$ cat src/rtl/rau_pkg.sv
`default_nettype none
// ----------------------------------------------------------------------------
// rau_pkg
// Shared types and constants for the rational arithmetic unit.
// ----------------------------------------------------------------------------
package rau_pkg;

  localparam int OPERAND_WIDTH_DEF = 16;
  localparam int NUM_W = 33;
  localparam int DEN_W = 31;

  localparam logic [1:0] OP_ADD = 2'd0;
  localparam logic [1:0] OP_SUB = 2'd1;
  localparam logic [1:0] OP_MUL = 2'd2;
  localparam logic [1:0] OP_DIV = 2'd3;

  typedef struct packed {
    logic [1:0]                     opcode;
    logic signed [OPERAND_WIDTH_DEF-1:0] a_num;
    logic signed [OPERAND_WIDTH_DEF-1:0] a_den;
    logic signed [OPERAND_WIDTH_DEF-1:0] b_num;
    logic signed [OPERAND_WIDTH_DEF-1:0] b_den;
  } rau_in_t;

  typedef struct packed {
    logic signed [NUM_W-1:0] res_num;
    logic [DEN_W-1:0]        res_den;
    logic                    status;
  } rau_out_t;

  // controller to datapath
  typedef struct packed {
    logic load;
    logic mul1;
    logic mul2;
    logic comb;
    logic gcd_step;
    logic div_init;
    logic div_step;
  } rau_cmd_t;

  // datapath to controller
  typedef struct packed {
    logic err;
    logic zero;
    logic gcd_done;
    logic div_done;
  } rau_sts_t;

endpackage
`default_nettype wire

$ cat src/rtl/rau_datapath.sv
`default_nettype none
// ----------------------------------------------------------------------------
// rau_datapath
// Products, sign fixup, binary gcd and restoring division by the gcd.
// ----------------------------------------------------------------------------
module rau_datapath import rau_pkg::*; (
  input  wire logic     clk,
  input  wire rau_in_t  req,
  input  wire rau_cmd_t cmd,
  output rau_sts_t      sts,
  output rau_out_t      res
);

  localparam int OPERAND_WIDTH = OPERAND_WIDTH_DEF;
  localparam int PW = 2 * OPERAND_WIDTH;
  localparam int MW = PW + 1;
  localparam int CW = $clog2(MW + 1);

  logic [1:0] op;
  logic signed [OPERAND_WIDTH-1:0] an, ad, bn, bd;
  logic signed [PW-1:0] p0, p1, pd;
  logic signed [MW-1:0] num_s;
  logic neg;
  logic [MW-1:0] x, y, mn, md, g;
  logic [CW-1:0] shf;
  logic [MW-1:0] qn, qd, rn, rd;
  logic [CW-1:0] cnt;
  logic [MW:0] rn_t, rd_t;
  logic signed [PW-1:0] m0a, m0b, m1a, m1b;

  assign rn_t = {rn, qn[MW-1]} - {1'b0, g};
  assign rd_t = {rd, qd[MW-1]} - {1'b0, g};

  always_comb begin
    m0a = PW'(an);
    m0b = (op == OP_MUL) ? PW'(bn) : PW'(bd);
    m1a = PW'(ad);
    m1b = (op == OP_DIV) ? PW'(bn) : PW'(bd);
  end

  always_comb begin
    case (op)
      OP_ADD:  num_s = MW'(p0) + MW'(p1);
      OP_SUB:  num_s = MW'(p0) - MW'(p1);
      default: num_s = MW'(p0);
    endcase
  end

  always_ff @(posedge clk) begin
    if (cmd.load) begin
      op <= req.opcode;
      an <= OPERAND_WIDTH'(req.a_num);
      ad <= OPERAND_WIDTH'(req.a_den);
      bn <= OPERAND_WIDTH'(req.b_num);
      bd <= OPERAND_WIDTH'(req.b_den);
    end
    if (cmd.mul1) begin
      p0 <= m0a * m0b;
      pd <= m1a * m1b;
    end
    if (cmd.mul2) begin
      p1 <= PW'(ad) * PW'(bn);
    end
    if (cmd.comb) begin
      mn  <= num_s[MW-1] ? -num_s : num_s;
      md  <= pd[PW-1] ? MW'(-MW'(pd)) : MW'(pd);
      x   <= num_s[MW-1] ? -num_s : num_s;
      y   <= pd[PW-1] ? MW'(-MW'(pd)) : MW'(pd);
      neg <= num_s[MW-1] ^ pd[PW-1];
      shf <= '0;
    end
    if (cmd.gcd_step) begin
      if (x[0] == 1'b0 && y[0] == 1'b0) begin
        x <= x >> 1; y <= y >> 1; shf <= shf + 1'b1;
      end else if (x[0] == 1'b0) begin
        x <= x >> 1;
      end else if (y[0] == 1'b0) begin
        y <= y >> 1;
      end else if (x >= y) begin
        x <= (x - y) >> 1;
      end else begin
        y <= (y - x) >> 1;
      end
    end
    if (cmd.div_init) begin
      g   <= (x == '0 ? y : x) << shf;
      qn  <= mn; qd <= md; rn <= '0; rd <= '0;
      cnt <= '0;
    end
    if (cmd.div_step) begin
      rn <= rn_t[MW] ? {rn[MW-2:0], qn[MW-1]} : rn_t[MW-1:0];
      qn <= {qn[MW-2:0], ~rn_t[MW]};
      rd <= rd_t[MW] ? {rd[MW-2:0], qd[MW-1]} : rd_t[MW-1:0];
      qd <= {qd[MW-2:0], ~rd_t[MW]};
      cnt <= cnt + 1'b1;
    end
  end

  assign sts.err = (ad == '0) || (bd == '0) || (op == OP_DIV && bn == '0);
  assign sts.zero = (mn == '0);
  assign sts.gcd_done = (x == '0) || (y == '0);
  assign sts.div_done = (cnt == CW'(MW));

  logic [MW-1:0] nmag;
  assign nmag = neg ? -qn : qn;
  assign res.res_num = NUM_W'($signed({nmag[MW-1], nmag}));
  assign res.res_den = DEN_W'(qd);
  assign res.status  = 1'b0;

endmodule
`default_nettype wire

$ cat src/rtl/rau_ctrl.sv
`default_nettype none
// ----------------------------------------------------------------------------
// rau_ctrl
// Sequencer for one request and the output register.
// ----------------------------------------------------------------------------
module rau_ctrl import rau_pkg::*; (
  input  wire logic     clk,
  input  wire logic     rst,
  input  wire logic     in_valid,
  output logic          in_stall,
  output logic          out_valid,
  input  wire logic     out_stall,
  input  wire rau_sts_t sts,
  input  wire rau_out_t dp_res,
  output rau_cmd_t      cmd,
  output rau_out_t      out_data
);

  typedef enum logic [2:0] {
    S_IDLE, S_CHK, S_MUL2, S_COMB, S_GCD, S_DIV, S_OUT
  } state_t;

  state_t   state;
  rau_out_t res_hold;

  assign in_stall = (state != S_IDLE);

  always_comb begin
    cmd = '0;
    cmd.load     = (state == S_IDLE) && in_valid;
    cmd.mul1     = (state == S_CHK);
    cmd.mul2     = (state == S_MUL2);
    cmd.comb     = (state == S_COMB);
    cmd.gcd_step = (state == S_GCD) && !sts.gcd_done;
    cmd.div_init = (state == S_GCD) && sts.gcd_done;
    cmd.div_step = (state == S_DIV) && !sts.div_done;
  end

  always_ff @(posedge clk) begin
    if (rst) begin
      state     <= S_IDLE;
      out_valid <= 1'b0;
    end else begin
      if (state == S_OUT) begin
        if (!out_valid || !out_stall) begin
          out_valid <= 1'b1;
          out_data  <= res_hold;
        end
      end else if (!out_stall) begin
        out_valid <= 1'b0;
      end
      case (state)
        S_IDLE: if (in_valid) state <= S_CHK;
        S_CHK: begin
          if (sts.err) begin
            res_hold <= '{res_num: '0, res_den: DEN_W'(1), status: 1'b1};
            state    <= S_OUT;
          end else begin
            state <= S_MUL2;
          end
        end
        S_MUL2: state <= S_COMB;
        S_COMB: state <= S_GCD;
        S_GCD: begin
          if (sts.gcd_done) begin
            if (sts.zero) begin
              res_hold <= '{res_num: '0, res_den: DEN_W'(1), status: 1'b0};
              state    <= S_OUT;
            end else begin
              state <= S_DIV;
            end
          end
        end
        S_DIV: begin
          if (sts.div_done) begin
            res_hold <= dp_res;
            state    <= S_OUT;
          end
        end
        S_OUT: begin
          if (!out_valid || !out_stall) state <= S_IDLE;
        end
        default: state <= S_IDLE;
      endcase
    end
  end

endmodule
`default_nettype wire

$ cat src/rtl/rational_arithmetic_unit.sv
`default_nettype none
// ----------------------------------------------------------------------------
// rational_arithmetic_unit
// Fraction add/sub/mul/div with reduction to lowest terms.
// ----------------------------------------------------------------------------
//  channel  | payload    | handshake
//  in       | rau_in_t   | in_valid / in_stall
//  out      | rau_out_t  | out_valid / out_stall
//
// one request at a time; the run time is set by the binary gcd loop
// and the bit-serial divider
// synchronous reset clears the sequencer and out_valid
// a result waits in the output register while out_stall is high, the next
// one waits in the sequencer until the output register frees
module rational_arithmetic_unit import rau_pkg::*; (
  input  wire logic    clk,
  input  wire logic    rst,
  input  wire logic    in_valid,
  output logic         in_stall,
  input  wire rau_in_t in_data,
  output logic         out_valid,
  input  wire logic    out_stall,
  output rau_out_t     out_data
);

  rau_cmd_t cmd;
  rau_sts_t sts;
  rau_out_t dp_res;

  rau_datapath u_dp (
    .clk(clk), .req(in_data), .cmd(cmd), .sts(sts), .res(dp_res)
  );

  rau_ctrl u_ctrl (
    .clk(clk), .rst(rst), .in_valid(in_valid), .in_stall(in_stall),
    .out_valid(out_valid), .out_stall(out_stall), .sts(sts),
    .dp_res(dp_res), .cmd(cmd), .out_data(out_data)
  );

  a_one_step: assert property (@(posedge clk) disable iff (rst)
    $onehot0({cmd.load, cmd.mul1, cmd.mul2, cmd.comb, cmd.gcd_step,
              cmd.div_init, cmd.div_step})) else $error("overlapping commands");

  a_den_pos: assert property (@(posedge clk) disable iff (rst)
    out_valid |-> out_data.res_den != '0) else $error("zero denominator");

  a_busy: assert property (@(posedge clk) disable iff (rst)
    (cmd.gcd_step || cmd.div_step) |-> in_stall) else $error("accept while busy");

endmodule
`default_nettype wire
$ cat config.mk
export PLATFORM = sky130hd
export DESIGN_NAME = rational_arithmetic_unit
export DESIGN_NICKNAME = d
export VERILOG_FILES = /design/src/rtl/rau_pkg.sv /design/src/rtl/rau_datapath.sv /design/src/rtl/rau_ctrl.sv /design/src/rtl/rational_arithmetic_unit.sv
export SDC_FILE = /design/constraint.sdc
export NUM_CORES = 2
export LEC_CHECK = 0
export CELL_PAD_IN_SITES_DETAIL_PLACEMENT = 0
export CELL_PAD_IN_SITES_GLOBAL_PLACEMENT = 1
export CORE_UTILIZATION = 46
export DETAILED_ROUTE_END_ITERATION = 6
export DONT_BUFFER_PORTS = 1
export PLACE_DENSITY = 0.78
export SETUP_SLACK_MARGIN = 0.15
export SLEW_MARGIN = 0
export SYNTH_ARGS = -nofsm -noshare
export SYNTH_HDL_FRONTEND = slang
export SYNTH_SLANG_ARGS = --single-unit
$ cat constraint.sdc
create_clock -name clk -period 14.4 [get_ports clk]
set_input_delay 2.16 -clock clk [delete_from_list [all_inputs] [get_ports clk]]
set_output_delay 2.16 -clock clk [all_outputs]
set_load 0.01 [all_outputs]
After elaboration in Yosys (flattened, before gate mapping)
Cells that the tools add are included.

ROM bits: 0. Output and inout port bits: 67. Memories: 0. Input bits: 70. Bits in writable memories: 0. Latch bits: 0. Flip-flop bits (word level): 606. Word-level logic and storage cells: 144.

Multiplexer cells: 48. Divide/modulo/power cells: 0. Bitwise gates (word level): 6. Reductions and logical operators: 29. Shift operators: 1. Add/sub/neg operators: 11. Magnitude comparators: 1. Eq/ne operators: 17. Multipliers: 3.

Operator list (count): 2-to-1 mux 33 bit (25); 2-to-1 mux 65 bit (4); one-hot mux 65 bit (3 select lines) (1); zero test 33 bit (3); subtractor 34 x 33 -> 34 bit (2); negation 33 bit (2); one-hot mux 33 bit (2 select lines) (1); subtractor 33 bit (2); multiplier 16 x 32 -> 32 bit (2); 2-to-1 mux 32 bit (2); zero test 16 bit (3); adder 32 x 32 -> 33 bit (1); greater-or-equal comparator 33 bit (1); negation 32 -> 33 bit (1); left shift 33 x 6 -> 33 bit (1); subtractor 32 x 32 -> 33 bit (1); multiplier 16 x 16 -> 32 bit (1); 2-to-1 mux 6 bit (5); one-hot mux 3 bit (7 select lines) (1); 2-to-1 mux 3 bit (5); adder 6 x 1 -> 6 bit (second input constant) (2); == test 3 bit (second input constant) (3); != test 2 x 1 -> 1 bit (second input constant) (4); == test 3 x 2 -> 1 bit (second input constant) (2); other kinds (20) (41).

Logic depth before layout (Yosys ltp)
Word-level depth: 10. Depth in mapped cells: 33. Mapped depth without buffers: 28.

Cells and area by module
Synthesis repeated with hierarchy kept, for this count alone.

Cells, all modules: 6810. Area total of the unflattened synthesis: 66293.6 um2.

By module, submodules not included: rau_datapath (cells each 6552, sequential area each 13452.9 um2, times used 1, area an instance 61545.3 um2); rau_ctrl (cells each 258, sequential area each 3983.8 um2, times used 1, area an instance 4748.3 um2).

Least setup slack after synthesis
OpenSTA, ideal clock, no wires.

Path kind: flip-flop to flip-flop. Start point: register u_ctrl.state[0]. End point: register u_ctrl.res_hold[0] (netlist bit), enable pin. Slack: 3042 ps. Setup time: 671 ps. Period minus slack after synthesis: 11358 ps. Data arrival time: 10687 ps. Data required time: 13729 ps. Cell stages (with the launch flop): 6. Buffers on the path: 1. Path through: dfxtp_1 -> clkbuf_1 -> nand2b_1 -> nor2_1 -> a21boi_0 -> nor4b_1.

Cells in the longest elaborated chain, start to end: 3. Elaborated cells between the ends (all ways): 9. Those cells by class: eq/ne (7); reduce/logical (2).

RTL lines: start, declared (line rau_ctrl.sv:23) `state_t state;`; start signal, assigned (line rau_ctrl.sv:41) `state <= S_IDLE;`; start signal, assigned (line rau_ctrl.sv:53) `S_IDLE: if (in_valid) state <= S_CHK;`; start signal, assigned (line rau_ctrl.sv:57) `state <= S_OUT;`; == test 3 bit or == test 3 x 1 -> 1 bit (tied branches) (line rau_ctrl.sv:52) `case (state)`; != test 2 x 1 -> 1 bit (no source line), or another cell as far along; AND reduction 6 bit (no source line) *; end signal, assigned (line rau_ctrl.sv:56) `res_hold <= '{res_num: '0, res_den: DEN_W'(1), status: 1'b1};`; end signal, assigned (line rau_ctrl.sv:67) `res_hold <= '{res_num: '0, res_den: DEN_W'(1), status: 1'b0};`; end signal, assigned (line rau_ctrl.sv:76) `res_hold <= dp_res;`; end, declared (line rau_ctrl.sv:24) `rau_out_t res_hold;`.

Mark *: on every way between the ends. The rest lies on a longest branch, timed or not. A chain may end at the register's enable or synchronous reset.

Final worst setup path
Start point: register u_dp.op[1]. End point: register u_dp.pd[31], data pin.

Cells in the longest elaborated chain, start to end: 3.

RTL lines: start, declared (line rau_datapath.sv:19) `logic [1:0] op;`; start signal, assigned (line rau_datapath.sv:51) `op <= req.opcode;`; == test 2 bit (line rau_datapath.sv:38) `m1b = (op == OP_DIV) ? PW'(bn) : PW'(bd);`; 2-to-1 mux 32 bit (line rau_datapath.sv:38); multiplier 16 x 32 -> 32 bit (line rau_datapath.sv:59) `pd <= m1a * m1b;`; end signal, assigned (line rau_datapath.sv:59); end, declared (line rau_datapath.sv:21) `logic signed [PW-1:0] p0, p1, pd;`.

Every way passes these cells.

==> impl_metrics.py <==
metrics = {
    "clock_network": {
        "cts_buffers": 74,
        "cts_setup_buffers": 0,
        "htree_levels": 3,
        "cts_hold_buf": 0,
        "path_clk_slew_ns": 0.07,
        "cts_root_buf": "clkbuf_16",
        "clk_latency_ns": 0.72,
        "clock_sinks": 606,
        "post_cts_resized": 0,
        "clock_path_buffers": 3,
        "cts_tree": "done",
    },
    "die": {
        "core_area_sq_um": 142000,
        "rows": 138,
        "die_w_um": 381,
        "die_h_um": 381,
        "io_pins": 137,
        "start_util_pct": 46.4,
        "die_area_sq_um": 145000,
    },
    "yosys": {
        "synth_top_area_cell": "edfxtp_1",
        "syn_inst": 6939,
        "ys_types": 84,
        "syn_nets": 8217,
        "synth_edf_count": 530,
        "synth_seq_cells": 606,
        "ys_top_cells_by_area": "edfxtp_1, fa_1, ha_1, inv_1, nand2_1",
        "synth_area_sq_um": 65900,
        "yosys_warnings": 0,
        "synth_ff_type": "edfxtp_1",
        "ys_async_sr_fraction_pct": 0,
        "syn-mean-instance-area_sq_um": 9.50,
        "yosysSeqAreaShare_pct": 26.5,
        "yosys.area.top_type_share_pct": 24.1,
    },
    "layout": {
        "syn_to_final_growth_pct": 6.83,
        "fillers": 13300,
        "final_util_pct": 49.6,
        "layout.nets": 8062,
        "layout_commonest_cell": "inv_1",
        "drive_gt1_share_pct": 4.76,
        "final_cell_mix": "inv_1, nand2_1, fa_1",
    },
    "drt": {
        "drt-pass1-iter-count": 6,
        "top_layer_used": "met5",
        "postRouteAntennaNets": 0,
        "via_per_inst": 5.62,
        "drc": 0,
        "via_count": 49100,
        "met3_length_mm": 11.5,
        "m1WireLength_mm": 79.9,
        "wire_per_inst_um": 20.8,
        "drt-initial-drc-count": 3875,
        "totalWireLength_mm": 182,
        "route.met2.wl_mm": 83.6,
    },
    "timing": {
        "setup_slack_ns": 5.46,
        "worstMarginPinSlew_ns": 1.15,
        "rsz0062_at_grt": "no",
        "slew_headroom_pct": 23.2,
        "hold_viol": 0,
        "period_share_pct": 62.1,
        "finalMaxSlewViolations": 0,
        "setup_viol": 0,
        "clock_skew_ns": 0.0537,
        "clock.fmax_ghz": 0.112,
        "fin_setup_tns_ns": 0,
        "fin_crit_ns": 8.94,
    },
    "global_routing": {
        "grt_pass1_vias": 49700,
        "grt_max_degree": 88,
        "gr-total-overflow": 0,
        "grt_usage_pct": 25.4,
        "grt_pass1_wl_mm": 287,
        "antenna_found_initial": 9,
    },
    "setup_path": {
        "startpoint_type": "flip-flop",
        "cp_max_fo": 67,
        "cp-end-kind": "flip-flop",
        "crit_type": "flip-flop to flip-flop",
        "crit_arrival_ns": 9.36,
        "cpPeakStageDelay_ns": 1.06,
        "critPathSlowestCell": "o21ai_1",
        "crit_buf_inv": 4,
        "cp.required_ns": 14.82,
        "cp_top_family": "adder cells",
        "crit_top_cell": "fa_1",
    },
    "min_path": {
        "worst_hold_path_type": "flip-flop to flip-flop",
    },
    "placement": {
        "place_ws_ns": 5.59,
        "io_buffers": 0,
        "place_congestion": 0.939,
        "dp_hpwl_mm": 140,
    },
    "flow_run": {
        "maxCapViolCount": 0,
    },
    "status": {
        "status": "complete, no violations",
    },
}
==> cell families after synthesis <==
kind of cell	share of synthesized area, %
AOI/OAI and AO/OA	11.3
xor gates and xnor gates	4.84
adders and majority gates	31.9
buffers and inverters	7.72
DFF	26.5
muxes	2.71
other	0.00569
and+or+nand+nor	15.0
==> Yosys cell counts, types with 9 or more instances <==
cell type and instances:
a211o_1 19, a211oi_1 59, a21boi_0 9, a21o_1 139
a21oi_1 345, a221o_1 24, a221oi_1 10, a31o_2 12
a31oi_1 44, and2_1 361, and3_1 20, buf_1 27
clkbuf_1 282, dfxtp_1 76, edfxtp_1 530, fa_1 791
ha_1 417, inv_1 1038, mux2_2 56, mux2i_1 113
nand2_1 846, nand2b_1 43, nand3_1 74, nand4_1 33
nor2_1 390, nor2b_1 59, nor3_1 81, nor4_1 52
o211ai_1 27, o21a_1 43, o21ai_0 226, o21bai_1 27
o221ai_1 14, o22ai_1 12, o31ai_1 39, o41ai_1 15
or2_2 28, or3_1 28, or4_1 25, xnor2_1 239
xor2_1 123
==> area by class of cell <==
cell class,instances,area [sq um],share of cell area (%)
multi-input combinational,4978,43500,61.7
sequential,606,17400,24.8
inverter,1044,3920,5.57
tap,1890,2360,3.36
clock buffer,93,2000,2.85
clock inverter,45,601,0.853
timing repair buffer,80,601,0.853
antenna,4,10.0,0.0142
==> worst register-to-register path, cell delays in order, from the launching register on <==
cell	delay (ns)
edfxtp_1	0.32
buf_4	0.53
nand2_1	0.70
o21ai_1	1.08
nand2_1	0.23
inv_1	0.18
fa_1	0.56
fa_1	0.58
fa_1	0.46
fa_1	0.52
fa_1	0.51
inv_1	0.05
fa_1	0.47
inv_1	0.04
ha_1	0.36
a21oi_1	0.15
o21ai_0	0.10
a21oi_1	0.15
o21ai_0	0.16
nand3_1	0.12
nand2_1	0.06
a41o_1	0.22
o41ai_1	0.62
o21ai_0	0.21
a21oi_1	0.20
xnor2_1	0.08
==> per-stage QoR <==
stage          instance area [sq um]  instances  hold slack [ns]
6_report                       70400       8740            0.400
5_1_grt                        70400       8736            0.411
2_1_floorplan                  65900       6939            0.400
3_5_place_dp                   67800       8598            0.405
3_3_place_gp                   67800       8598            0.401
4_1_cts                        70400       8736            0.406
==> per-layer routing <==
metal	global-route usage, %	up-vias
met5	0	-
met4	8.73	2
met3	3.41	319
met2	40.6	1616
met1	35.3	24500
li1	-	22600
==> registers in the layout, indices dropped and copies added, names as in the netlist, 33 cells and up <==
signal           count
u_dp.qd             33
u_dp.rd             33
u_dp.qn             33
u_dp.g              33
u_ctrl.out_data     65
u_dp.md             33
u_ctrl.res_hold     65
u_dp.rn             33
u_dp.y              33
u_dp.mn             33
u_dp.x              33
==> final timing paths <==
| kind | cells past startpoint | end | slack [ns] | startpoint |
|---|---|---|---|---|
| max reg2reg | 25 | u_dp.pd[31] | 5.46 | u_dp.op[1] |
| min reg2reg | 0 | u_ctrl.out_data[50] | 0.40 | u_ctrl.res_hold[50] |
| min | 0 | u_ctrl.out_data[50] | 0.40 | u_ctrl.res_hold[50] |
| max | 25 | u_dp.pd[31] | 5.46 | u_dp.op[1] |
Power is not shown: default switching activity piles up to over one toggle a cycle in this logic, so the estimate is an artifact.
